File: src/bbpa_pkg.sv
// shared types, codes and helpers for the block pool allocator
package bbpa_pkg;

   localparam int MAX_BLOCKS_DEF = 64;
   localparam logic [6:0] BLOCK_COUNT_RESET = 7'd64;

   // request actions
   localparam logic [2:0] ACT_ASSIGN = 3'd0;
   localparam logic [2:0] ACT_MARK   = 3'd1;
   localparam logic [2:0] ACT_RESET  = 3'd2;
   localparam logic [2:0] ACT_FORCE  = 3'd3;
   localparam logic [2:0] ACT_VICTIM = 3'd4;

   // block state codes
   localparam logic [2:0] BS_NATIVE    = 3'd0;
   localparam logic [2:0] BS_EXCLUSIVE = 3'd1;
   localparam logic [2:0] BS_SHARABLE  = 3'd2;
   localparam logic [2:0] BS_AVAILABLE = 3'd3;
   localparam logic [2:0] BS_INVALID   = 3'd4;

   // result status codes
   localparam logic [1:0] STS_OK      = 2'd0;
   localparam logic [1:0] STS_NO_FREE = 2'd1;
   localparam logic [1:0] STS_BUSY    = 2'd2;
   localparam logic [1:0] STS_BAD     = 2'd3;

   typedef struct packed {
      logic [2:0] action;
      logic [2:0] init_state;
      logic [5:0] block_index;
   } req_type;

   typedef struct packed {
      logic [5:0] chosen_index;
      logic       found;
      logic [1:0] status;
   } rsp_type;

   typedef enum logic [2:0] {
      FSM_CLEAR,
      FSM_IDLE,
      FSM_LOOK,
      FSM_EVAL,
      FSM_SCAN,
      FSM_SWEEP,
      FSM_RESP
   } fsm_type;

   function automatic logic is_free(input logic [2:0] s);
      return (s == BS_AVAILABLE) || (s == BS_INVALID);
   endfunction

endpackage

File: src/buffer_block_pool_allocator.sv
// Block pool allocator: keeps one 3-bit state per block in a single-port-read
// memory and a serial fill pointer; each request gives exactly one response.
// Steps per request: assign on the serial path and mark-available read,
// evaluate and respond, and a rejected request goes straight to respond;
// assign past the fill pointer and select-victim scan the memory one block
// per cycle; force-reset-all sweeps n writes for a pool of n blocks; a
// checked reset-all scans and, if no block is busy, then sweeps. The memory
// takes one read and one write per cycle. After reset a clearing pass marks
// every one of the MAX_BLOCKS blocks invalid, and no request is taken until
// it ends. A result waiting in the response register does not hold off the
// next request. Write block_count only while no request is outstanding.
module buffer_block_pool_allocator import bbpa_pkg::*; #(
   parameter int MAX_BLOCKS = MAX_BLOCKS_DEF
) (
   input  logic       clock,
   input  logic       reset,
   input  logic       req_valid,
   input  req_type    req_data,
   output logic       req_stall,
   output logic       rsp_valid,
   output rsp_type    rsp_data,
   input  logic       rsp_stall,
   input  logic       csr_we,
   input  logic [6:0] csr_wdata
);

   localparam int AW = (MAX_BLOCKS > 1) ? $clog2(MAX_BLOCKS) : 1;

   logic          mem_we;
   logic [AW-1:0] mem_waddr;
   logic [2:0]    mem_wdata;
   logic [AW-1:0] mem_raddr;
   logic [2:0]    mem_rdata;
   logic          out_free;
   logic          res_load;
   rsp_type       res_data;

   logic    rsp_valid_ff, rsp_valid_in;
   rsp_type rsp_data_ff, rsp_data_in;

   bbpa_ctrl #(
      .MAX_BLOCKS(MAX_BLOCKS)
   ) u_ctrl (
      .clock     (clock),
      .reset     (reset),
      .req_valid (req_valid),
      .req_data  (req_data),
      .req_stall (req_stall),
      .csr_we    (csr_we),
      .csr_wdata (csr_wdata),
      .mem_we    (mem_we),
      .mem_waddr (mem_waddr),
      .mem_wdata (mem_wdata),
      .mem_raddr (mem_raddr),
      .mem_rdata (mem_rdata),
      .out_free  (out_free),
      .res_load  (res_load),
      .res_data  (res_data)
   );

   bbpa_mem #(
      .DEPTH(MAX_BLOCKS)
   ) u_mem (
      .clock   (clock),
      .wr_en   (mem_we),
      .wr_addr (mem_waddr),
      .wr_data (mem_wdata),
      .rd_addr (mem_raddr),
      .rd_data (mem_rdata)
   );

   // response register: free when empty or being taken this cycle
   assign out_free     = !rsp_valid_ff || !rsp_stall;
   assign rsp_valid_in = res_load || (rsp_valid_ff && rsp_stall);
   assign rsp_data_in  = res_load ? res_data : rsp_data_ff;

   always_ff @(posedge clock) begin
      if (reset) begin
         rsp_valid_ff <= 1'b0;
      end else begin
         rsp_valid_ff <= rsp_valid_in;
      end
      rsp_data_ff <= rsp_data_in;
   end

   assign rsp_valid = rsp_valid_ff;
   assign rsp_data  = rsp_data_ff;

endmodule

File: src/bbpa_mem.sv
// block state memory: one write port, one registered read port
module bbpa_mem import bbpa_pkg::*; #(
   parameter int DEPTH = MAX_BLOCKS_DEF,
   localparam int AW = (DEPTH > 1) ? $clog2(DEPTH) : 1
) (
   input  logic          clock,
   input  logic          wr_en,
   input  logic [AW-1:0] wr_addr,
   input  logic [2:0]    wr_data,
   input  logic [AW-1:0] rd_addr,
   output logic [2:0]    rd_data
);

   logic [2:0] store_ff [DEPTH];
   logic [2:0] rd_data_ff;

   always_ff @(posedge clock) begin
      if (wr_en) begin
         store_ff[wr_addr] <= wr_data;
      end
      rd_data_ff <= store_ff[rd_addr];
   end

   assign rd_data = rd_data_ff;

endmodule

File: src/bbpa_ctrl.sv
// allocator sequencer: request decode, scans, sweeps and the count register
module bbpa_ctrl import bbpa_pkg::*; #(
   parameter int MAX_BLOCKS = MAX_BLOCKS_DEF,
   localparam int AW = (MAX_BLOCKS > 1) ? $clog2(MAX_BLOCKS) : 1,
   localparam int CNTW = ($clog2(MAX_BLOCKS + 1) > 7) ? $clog2(MAX_BLOCKS + 1) : 7
) (
   input  logic          clock,
   input  logic          reset,
   input  logic          req_valid,
   input  req_type       req_data,
   output logic          req_stall,
   input  logic          csr_we,
   input  logic [6:0]    csr_wdata,
   output logic          mem_we,
   output logic [AW-1:0] mem_waddr,
   output logic [2:0]    mem_wdata,
   output logic [AW-1:0] mem_raddr,
   input  logic [2:0]    mem_rdata,
   input  logic          out_free,
   output logic          res_load,
   output rsp_type       res_data
);

   localparam logic [CNTW-1:0] MaxExt  = CNTW'(MAX_BLOCKS);
   localparam logic [CNTW-1:0] ClrLast = CNTW'(MAX_BLOCKS - 1);

   fsm_type         state_ff, state_in;
   logic [6:0]      block_count_ff, block_count_in;
   logic [2:0]      act_ff, act_in;
   logic [2:0]      sst_ff, sst_in;
   logic [5:0]      bidx_ff, bidx_in;
   logic [6:0]      ptr_ff, ptr_in;
   logic [CNTW-1:0] cnt_ff, cnt_in;
   logic            rd_vld_ff, rd_vld_in;
   logic [6:0]      rd_idx_ff, rd_idx_in;
   rsp_type         res_ff, res_in;

   logic [CNTW-1:0] bc_ext;
   logic [CNTW-1:0] n_eff;
   logic            accept;
   logic            req_bad;
   logic            ptr_in_range;
   logic            bidx_in_range;
   logic            scan_issue;
   logic            scan_match;
   logic            scan_hit;
   logic            scan_miss;
   logic            sweep_more;
   logic [6:0]      look_idx;

   // effective pool size
   assign bc_ext = CNTW'(block_count_ff);
   assign n_eff  = (bc_ext > MaxExt) ? MaxExt : bc_ext;

   assign accept    = req_valid && !req_stall;
   assign req_stall = (state_ff != FSM_IDLE);

   assign req_bad = (req_data.action > ACT_VICTIM) ||
                    ((req_data.action == ACT_ASSIGN) && (req_data.init_state >= BS_INVALID));
   assign ptr_in_range  = (CNTW'(ptr_ff) < n_eff);
   assign bidx_in_range = (CNTW'(req_data.block_index) < n_eff);

   // pipelined scan: one read issued per cycle, data checked in the following cycle
   assign scan_issue = (cnt_ff < n_eff);
   assign scan_match = (act_ff == ACT_RESET) ? !is_free(mem_rdata) : is_free(mem_rdata);
   assign scan_hit   = rd_vld_ff && scan_match;
   assign scan_miss  = !scan_hit && !scan_issue;
   assign sweep_more = (cnt_ff < n_eff);

   assign look_idx = (act_ff == ACT_ASSIGN) ? ptr_ff : {1'b0, bidx_ff};

   always_ff @(posedge clock) begin
      if (reset) begin
         state_ff       <= FSM_CLEAR;
         block_count_ff <= BLOCK_COUNT_RESET;
         ptr_ff         <= '0;
         cnt_ff         <= '0;
         rd_vld_ff      <= 1'b0;
      end else begin
         state_ff       <= state_in;
         block_count_ff <= block_count_in;
         ptr_ff         <= ptr_in;
         cnt_ff         <= cnt_in;
         rd_vld_ff      <= rd_vld_in;
      end
      act_ff    <= act_in;
      sst_ff    <= sst_in;
      bidx_ff   <= bidx_in;
      rd_idx_ff <= rd_idx_in;
      res_ff    <= res_in;
   end

   // next state
   always_comb begin
      state_in = state_ff;
      unique case (state_ff)
         FSM_CLEAR: begin
            if (cnt_ff == ClrLast) begin
               state_in = FSM_IDLE;
            end
         end
         FSM_IDLE: begin
            if (accept) begin
               priority if (req_bad) begin
                  state_in = FSM_RESP;
               end else if (req_data.action == ACT_ASSIGN) begin
                  state_in = ptr_in_range ? FSM_LOOK : FSM_SCAN;
               end else if (req_data.action == ACT_MARK) begin
                  state_in = bidx_in_range ? FSM_LOOK : FSM_RESP;
               end else if (req_data.action == ACT_FORCE) begin
                  state_in = FSM_SWEEP;
               end else begin
                  state_in = FSM_SCAN;
               end
            end
         end
         FSM_LOOK:  state_in = FSM_EVAL;
         FSM_EVAL:  state_in = FSM_RESP;
         FSM_SCAN: begin
            if (scan_hit) begin
               state_in = FSM_RESP;
            end else if (scan_miss) begin
               state_in = (act_ff == ACT_RESET) ? FSM_SWEEP : FSM_RESP;
            end
         end
         FSM_SWEEP: begin
            if (!sweep_more) begin
               state_in = FSM_RESP;
            end
         end
         FSM_RESP: begin
            if (out_free) begin
               state_in = FSM_IDLE;
            end
         end
         default:   state_in = FSM_CLEAR;
      endcase
   end

   // datapath and memory controls
   always_comb begin
      block_count_in = csr_we ? csr_wdata : block_count_ff;
      act_in    = act_ff;
      sst_in    = sst_ff;
      bidx_in   = bidx_ff;
      ptr_in    = ptr_ff;
      cnt_in    = cnt_ff;
      rd_vld_in = 1'b0;
      rd_idx_in = rd_idx_ff;
      res_in    = res_ff;
      mem_we    = 1'b0;
      mem_waddr = AW'(cnt_ff);
      mem_wdata = BS_AVAILABLE;
      mem_raddr = AW'(cnt_ff);
      res_load  = 1'b0;
      unique case (state_ff)
         FSM_CLEAR: begin
            mem_we    = 1'b1;
            mem_wdata = BS_INVALID;
            cnt_in    = cnt_ff + 1'b1;
         end
         FSM_IDLE: begin
            if (accept) begin
               act_in  = req_data.action;
               sst_in  = req_data.init_state;
               bidx_in = req_data.block_index;
               cnt_in  = '0;
               res_in  = '{chosen_index: 6'd0, found: 1'b0, status: STS_OK};
               if (req_bad) begin
                  res_in.status = STS_BAD;
               end else if ((req_data.action == ACT_MARK) && !bidx_in_range) begin
                  res_in.status       = STS_BAD;
                  res_in.chosen_index = req_data.block_index;
               end
            end
         end
         FSM_LOOK: begin
            mem_raddr = AW'(look_idx);
         end
         FSM_EVAL: begin
            mem_waddr = AW'(look_idx);
            res_in.chosen_index = look_idx[5:0];
            if (act_ff == ACT_ASSIGN) begin
               if (!is_free(mem_rdata)) begin
                  res_in.status = STS_BUSY;
               end else begin
                  mem_we       = 1'b1;
                  mem_wdata    = sst_ff;
                  res_in.found = 1'b1;
                  ptr_in       = ptr_ff + 1'b1;
               end
            end else begin
               if (mem_rdata == BS_NATIVE) begin
                  res_in.status = STS_BAD;
               end else begin
                  mem_we = 1'b1;
               end
            end
         end
         FSM_SCAN: begin
            if (scan_issue) begin
               rd_vld_in = 1'b1;
               rd_idx_in = 7'(cnt_ff);
               cnt_in    = cnt_ff + 1'b1;
            end
            mem_waddr = AW'(rd_idx_ff);
            if (scan_hit) begin
               res_in.chosen_index = rd_idx_ff[5:0];
               if (act_ff == ACT_RESET) begin
                  res_in.status = STS_BUSY;
               end else begin
                  mem_we       = 1'b1;
                  mem_wdata    = (act_ff == ACT_ASSIGN) ? sst_ff : BS_INVALID;
                  res_in.found = 1'b1;
               end
            end else if (scan_miss) begin
               cnt_in = '0;
               if (act_ff != ACT_RESET) begin
                  res_in.status = STS_NO_FREE;
               end
            end
         end
         FSM_SWEEP: begin
            if (sweep_more) begin
               mem_we = 1'b1;
               cnt_in = cnt_ff + 1'b1;
            end else begin
               ptr_in = '0;
            end
         end
         FSM_RESP: begin
            res_load = out_free;
         end
         default: begin
            cnt_in = '0;
         end
      endcase
   end

   assign res_data = res_ff;

   a_accept_leaves_idle: assert property (@(posedge clock) disable iff (reset)
      accept |=> (state_ff != FSM_IDLE))
      else $error("request transfer did not start an operation");

   a_write_in_work_state: assert property (@(posedge clock) disable iff (reset)
      mem_we |-> (state_ff == FSM_CLEAR || state_ff == FSM_EVAL ||
                  state_ff == FSM_SCAN || state_ff == FSM_SWEEP))
      else $error("memory write outside a working state");

   a_load_in_resp: assert property (@(posedge clock) disable iff (reset)
      res_load |-> (state_ff == FSM_RESP && out_free))
      else $error("result loaded outside the response state");

   a_ptr_moves_legally: assert property (@(posedge clock) disable iff (reset)
      (!$past(reset) && (ptr_ff != $past(ptr_ff))) |->
         ($past(state_ff) == FSM_EVAL || $past(state_ff) == FSM_SWEEP))
      else $error("fill pointer changed outside assign or reset sweep");

endmodule
File: config.mk
export PLATFORM = sky130hd
export DESIGN_NAME = buffer_block_pool_allocator
export DESIGN_NICKNAME = d
export VERILOG_FILES = /design/src/bbpa_pkg.sv /design/src/buffer_block_pool_allocator.sv /design/src/bbpa_mem.sv /design/src/bbpa_ctrl.sv
export SDC_FILE = /design/constraint.sdc
export NUM_CORES = 1
export LEC_CHECK = 0
export ABC_AREA = 1
export BUFFER_PORTS_ARGS = -buffer_cell sky130_fd_sc_hd__buf_2
export CORE_ASPECT_RATIO = 1.25
export CORE_MARGIN = 5
export CORE_UTILIZATION = 60
export CTS_BUF_LIST = sky130_fd_sc_hd__clkbuf_8 sky130_fd_sc_hd__clkbuf_16
export DETAILED_ROUTE_END_ITERATION = 10
export GPL_ROUTABILITY_DRIVEN = 1
export PLACE_DENSITY_LB_ADDON = 0.25
export RECOVER_POWER = 25
export REMOVE_ABC_BUFFERS = 1
export SLEW_MARGIN = 30
export SYNTH_ARGS = -nofsm -noshare
export SYNTH_HDL_FRONTEND = slang
export SYNTH_HIERARCHICAL = 1
export SYNTH_SLANG_ARGS = --single-unit
File: constraint.sdc
create_clock -name clock -period 5.7 [get_ports clock]
set_input_delay 0.57 -clock clock [delete_from_list [all_inputs] [get_ports clock]]
set_output_delay 0.57 -clock clock [all_outputs]
set_load 0.05 [all_outputs]
=== Word level (Yosys, flattened, before mapping) ===
Memory sizes are Yosys's and may differ from the RTL's. A register that Yosys moved wholly into a read port is not among the register bits.
Index checks and enable logic that the tools add are counted.

* Register bits after elaboration: 62
* Latch bits: 0
* Memory bits (writable): 192
* Bits in read-only memories: 0
* Bits of input ports: 24
* Output and inout port bits: 11
* Logic and storage cells: 148
* Memories kept: 1

{| class="wikitable"
|+ Memory list
! memory !! words !! width !! rd ports !! clocked after memory_dff !! write ports !! RTL line !! source
|-
| u_mem.store_ff || 64 || 3 || 1 || 1 || 1 || bbpa_mem.sv:14 || <nowiki>logic [2:0] store_ff [DEPTH];</nowiki>
|}

* Add/subtract/negate cells: 2
* Multiply operators: 0
* Div/mod/pow operators: 0
* Magnitude comparators: 6
* Eq/ne operators: 27
* Shift-type cells: 0
* Muxes and demuxes: 61
* Bitwise operators: 2
* Reduce and logical (&&, ||, !) cells: 33

{| class="wikitable"
|+ Operators by type and width
! kind !! number
|-
| $mux W7 || 9
|-
| $mux W3 || 16
|-
| $pmux W7 S5 || 1
|-
| $pmux W9 S3 || 1
|-
| $mux W6 || 4
|-
| $pmux W3 S7 || 1
|-
| $mux W2 || 10
|-
| $eq A3 B2 Y1 const B || 5
|-
| $add A7 B1 Y7 const B || 2
|-
| $lt A7 B7 Y1 || 2
|-
| $mux W1 || 14
|-
| $pmux W7 S2 || 1
|-
| $eq A3 B3 Y1 const B || 4
|-
| $logic_not A3 Y1 || 4
|-
| $ne A2 B1 Y1 const B || 6
|-
| $ne A3 B1 Y1 const B || 4
|-
| $pmux W6 S2 || 1
|-
| $mux W9 || 1
|-
| $pmux W3 S3 || 1
|-
| $eq A7 B6 Y1 const B || 1
|-
| $gt A7 B7 Y1 const B || 1
|-
| $logic_not A1 Y1 || 7
|-
| $lt A6 B7 Y1 || 1
|-
| $reduce_and A7 Y1 || 1
|-
| other kinds (19) || 33
|}

=== Logic depth before layout (Yosys ltp) ===
* Depth in word-level cells: 10
* Gate-level depth with buffers: 18
* Depth with buffers taken out: 17

=== Cells and area by module ===
The synthesis kept the hierarchy.

{| class="wikitable"
|+ Modules (own cells, without submodules)
! module !! times used !! cells each !! area an instance (µm²) !! sequential area each (µm²)
|-
| bbpa_mem || 1 || 734 || 8,195.4 || 5,825.6
|-
| bbpa_ctrl || 1 || 453 || 3,377.0 || 1,311.3
|-
| buffer_block_pool_allocator || 1 || 13 || 309.0 || 290.3
|}

=== Worst setup path before layout ===
OpenSTA, ideal clock, no wires.

* Kind: register to register
* Start point: reg u_ctrl.act_ff[2]
* End point: mem u_mem.store_ff[0][0], data pin
* Setup time: 0.555 ns
* Arrival: 2.874 ns
* Required time: 5.145 ns
* Path slack: 2.272 ns
* Cell stages (with the launch flop): 6
* Buffers on the path: 1
* Period minus slack after synthesis: 3.428 ns
* Path through: edfxtp_1 -> or2_1 -> nor2_2 -> buf_2 -> a21oi_1 -> o2111ai_1

* Longest elaborated chain between the ends: 5
* Elaborated cells on any way between the ends: 9
* Those cells by class: eq/ne (1); mux (6); reduce/logical (2)

{| class="wikitable"
|+ Ends and longest elaborated chain
! element !! RTL line !! source
|-
| start: declaration || bbpa_ctrl.sv:29 || <nowiki>logic [2:0] act_ff, act_in;</nowiki>
|-
| start signal: assignment || bbpa_ctrl.sv:86 || <nowiki>act_ff <= act_in;</nowiki>
|-
| $logic_not A3 Y1 or $eq A3 B2 Y1 (tied branches) || n/a ||
|-
| $mux W3 or $mux W1 (tied branches) || bbpa_ctrl.sv:213, bbpa_ctrl.sv:65 ||
|-
| $mux W3 or $logic_and A1 B1 Y1 (tied branches) || bbpa_ctrl.sv:209, bbpa_ctrl.sv:66 ||
|-
| $mux W3 || bbpa_ctrl.sv:207 || <nowiki>if (scan_hit) begin</nowiki>
|-
| $pmux W3 S3 (*) || bbpa_ctrl.sv:156 || <nowiki>unique case (state_ff)</nowiki>
|-
| via mem_wdata[0] || buffer_block_pool_allocator.sv:31 || <nowiki>logic [2:0] mem_wdata;</nowiki>
|-
| end: declaration || bbpa_mem.sv:14 ||
|}

The timed path passes the listed nets; every way through them passes the cells marked *.

=== Worst setup path after layout ===
* Start point: reg u_ctrl.act_ff[2]
* End point: mem u_mem.store_ff[60][1] (enable)

* Elaborated cells on any way between the ends: 12
* Those cells by class: eq/ne (1); mux (9); reduce/logical (2)

{| class="wikitable"
|+ RTL lines
! element !! RTL line !! source
|-
| $logic_not A3 Y1 || bbpa_ctrl.sv:70 || <nowiki>assign look_idx = (act_ff == ACT_ASSIGN) ? ptr_ff : {1'b0, bidx_ff};</nowiki>
|-
| $mux W6 || bbpa_ctrl.sv:70 ||
|-
| $pmux W6 S2 || bbpa_ctrl.sv:156 ||
|-
| via mem_waddr[0] || buffer_block_pool_allocator.sv:30 || <nowiki>logic [AW-1:0] mem_waddr;</nowiki>
|}

The timed path passes the listed nets, and every way through them passes these cells.

==> results.json <==
{
  "status": "finished clean",
  "final_nets": 1264,
  "synth_edf_count": 228,
  "die_h_um": 167.3,
  "antenna_left": 0,
  "synth_cells": 1200,
  "ctsHoldBuffers": 0,
  "initial_core_util_pct": 61.02,
  "yosys_warnings": 6,
  "cts_tree": "yes",
  "die-area_um2": 22730,
  "finalWorstSetupSlack_ns": 1.688,
  "path_buf_inv": 2,
  "maxSlewHeadroom_pct": 23.92,
  "drt_iter0_drc": 662,
  "vdd_drop_max_uv": 231.3,
  "worst_path_max_delay_cell": "nor2_1",
  "antenna_found_initial": 0,
  "tns_ns": 0,
  "root_buffer": "clkbuf_16",
  "post-synth-top-area-cell": "edfxtp_1",
  "crit_required_ns": 5.87,
  "grt_overflow": 0,
  "cpMostUsedCell": "o21ai_0",
  "synthesis.area_um2": 11880,
  "grt_pass1_vias": 8593,
  "syn_avg_cell_area_um2": 9.901,
  "worstSetupPathType": "register to register",
  "wl_um": 27710,
  "cts-htree-levels": 1,
  "num_rows": 57,
  "synth.distinct_cells": 46,
  "crit_cells": 10,
  "grt_pass1_wl_um": 43680,
  "grt_usage_pct": 24.45,
  "routabilityCongestion": 0.9570,
  "yosys-top-cells-area": "edfxtp_1, nand2_1, nand3_1",
  "powerDensity_nw_per_um2": 308.8,
  "ys_seq_elements": 257,
  "rsz0062_at_grt": "false",
  "place_hpwl_um": 18060,
  "antennaDiodeCount": 0,
  "io_pins": 35,
  "seq_area_frac_synth_pct": 62.51,
  "vias": 8646,
  "fp.dieW_um": 135.9,
  "clk-insertion-delay-late_ns": 0.51,
  "maxSlewViolCount": 0,
  "clk_pin_slew_ns": 0.06,
  "cp_max_fo": 15,
  "post-cts-setup-buffers": 0,
  "netlist.area_leader.share_pct": 57.62,
  "ctsResizeCount": 0,
  "worst-r2r-setup-slack_ns": 1.69,
  "core_area_um2": 19470,
  "async_flop_share_pct": 0,
  "hold_violations": 0,
  "arrival_ns": 4.18,
  "dpl_worst_slack_ns": 2.008,
  "fillers": 1538,
  "via_per_inst": 5.749,
  "hold_path_class": "primary input to register",
  "holdPathStages": 1,
  "maxCapViolCount": 0,
  "fin_skew_ns": 0.01354,
  "max_freq_mhz": 249.3,
  "cp-start-kind": "register",
  "layout-drive-gt1-share_pct": 7.425,
  "drc": 0,
  "cts.sink_count": 257,
  "drtPass1Iterations": 5,
  "drt-wirelength-per-cell_um": 18.42,
  "tightest_slew_ns": 1.137,
  "cts_made_buffers": 25,
  "cts_buffer_depth": 3,
  "ys.flop_type": "edfxtp_1",
  "cp_cell_sequence": "or2_0 > nor2_1 > nand2_1 > o21ai_0 > o21ai_0 > inv_1 > o21ai_0 > inv_1 > nand4_1 > nor2_1",
  "area.sequential_um2": 7427,
  "critPathMaxStageDelay_ns": 0.74,
  "final_common_cell": "nand2_1",
  "period_share_pct": 70.38,
  "io_buffers": 34,
  "area_growth_pct": 8.836,
  "period_minus_slack_ns": 4.012,
  "grt_max_degree": 97,
  "path_delay_family": "simple AND/OR/NAND/NOR gates",
  "setup_viol": 0,
  "reg2regPathDepth": 10,
  "multiInputGateArea_um2": 3871,
  "endpoint_kind": "register",
  "cellLeakagePower_uw": 0.004819,
  "final_cell_mix": "nand2_1, edfxtp_1, nand3_1, nor2_1, inv_1"
}
## path summary, 6_finish.rpt
| check | start | end |
|---|---|---|
| hold / removal | req_data[7] | u_ctrl/sst_ff[1] |
| setup / recovery | u_ctrl/act_ff[2] | u_mem/store_ff[60][1] |
| setup reg to reg | u_ctrl/act_ff[2] | u_mem/store_ff[60][1] |
| hold reg to reg | u_ctrl/res_data[1] | rsp_data[1] |
## flip-flops by register name, indices dropped and copies added (netlist names)
signal	count
u_ctrl/act_ff	3
u_ctrl/sst_ff	3
u_ctrl/ptr_ff	7
u_ctrl/res_data	9
rsp_valid	1
u_ctrl/rd_vld_ff	1
u_mem/store_ff	192
u_ctrl/rd_idx_ff	6
u_mem/rd_data	3
u_ctrl/bidx_ff	6
u_ctrl/cnt_ff	7
u_ctrl/bc_ext	7
u_ctrl/state_ff	3
rsp_data	9
## synth_stat cells (all sizes together), types with 2 or more instances
cell type,n
a211oi,2
a21oi,24
buf,40
clkbuf,8
dfxtp,29
edfxtp,228
ha,19
inv,77
nand2,362
nand3,201
nand4,11
nor2,111
nor3,12
nor4,10
o2111ai,2
o211ai,2
o21ai,47
or2,6
xor2,4
## cell families (layout without fill, tap and decap cells)
logic type | Yosys count | after routing | share of synthesized area (%)
and+or+nand+nor | 713 | 713 | 26.05
DFF | 257 | 257 | 62.51
adders and majority gates | 19 | 19 | 2.001
AOI/OAI and AO/OA | 79 | 79 | 4.118
muxes | 1 | 1 | 0.08425
xor gates and xnor gates | 5 | 5 | 0.3686
buffers and inverters | 126 | 165 | 4.865
## where the power goes
part | switching [uW] | total, uW | internal [uW]
sequential | 12.4 | 2060 | 2050
clock | 661 | 1600 | 935
combinational | 237 | 332 | 94.9
total | 911 | 3990 | 3080
## cell type report
cell class                      count  share of cell area, %
Timing Repair Buffer               42                  1.577
Clock buffer                       25                  4.838
Tap cell                          265                  2.564
Multi-Input combinational cell    817                  29.94
Clock inverter                     20                  1.364
Sequential cell                   257                  57.44
Inverter                           78                  2.283
## through the flow
stage | hold slack (ns) | area, um^2 | power (uW) | util [%] | cells
floorplan | 0.4003 | 11600 | 2343 | - | 1152
global placement | 0.4078 | 12230 | 2431 | 62.80 | 1459
detailed placement | 0.4084 | 12230 | 2437 | 62.81 | 1459
CTS | 0.2218 | 13030 | 4026 | 66.93 | 1504
global route | 0.2146 | 12930 | 4141 | 66.42 | 1504
finish | 0.2327 | 12930 | 3993 | 66.42 | 1504
## per-layer routing
layer	share of wire [%]	vias to the layer above	track usage (%)	wire length, um
li1	-	4155	-	-
met1	36	4021	28.47	10080
met2	52	386	43.96	14350
met3	6.8	84	3.271	1882
met4	5.0	0	12.14	1398
met5	0	-	0	0
No activity file was read; power rests on OpenSTA's default activity.
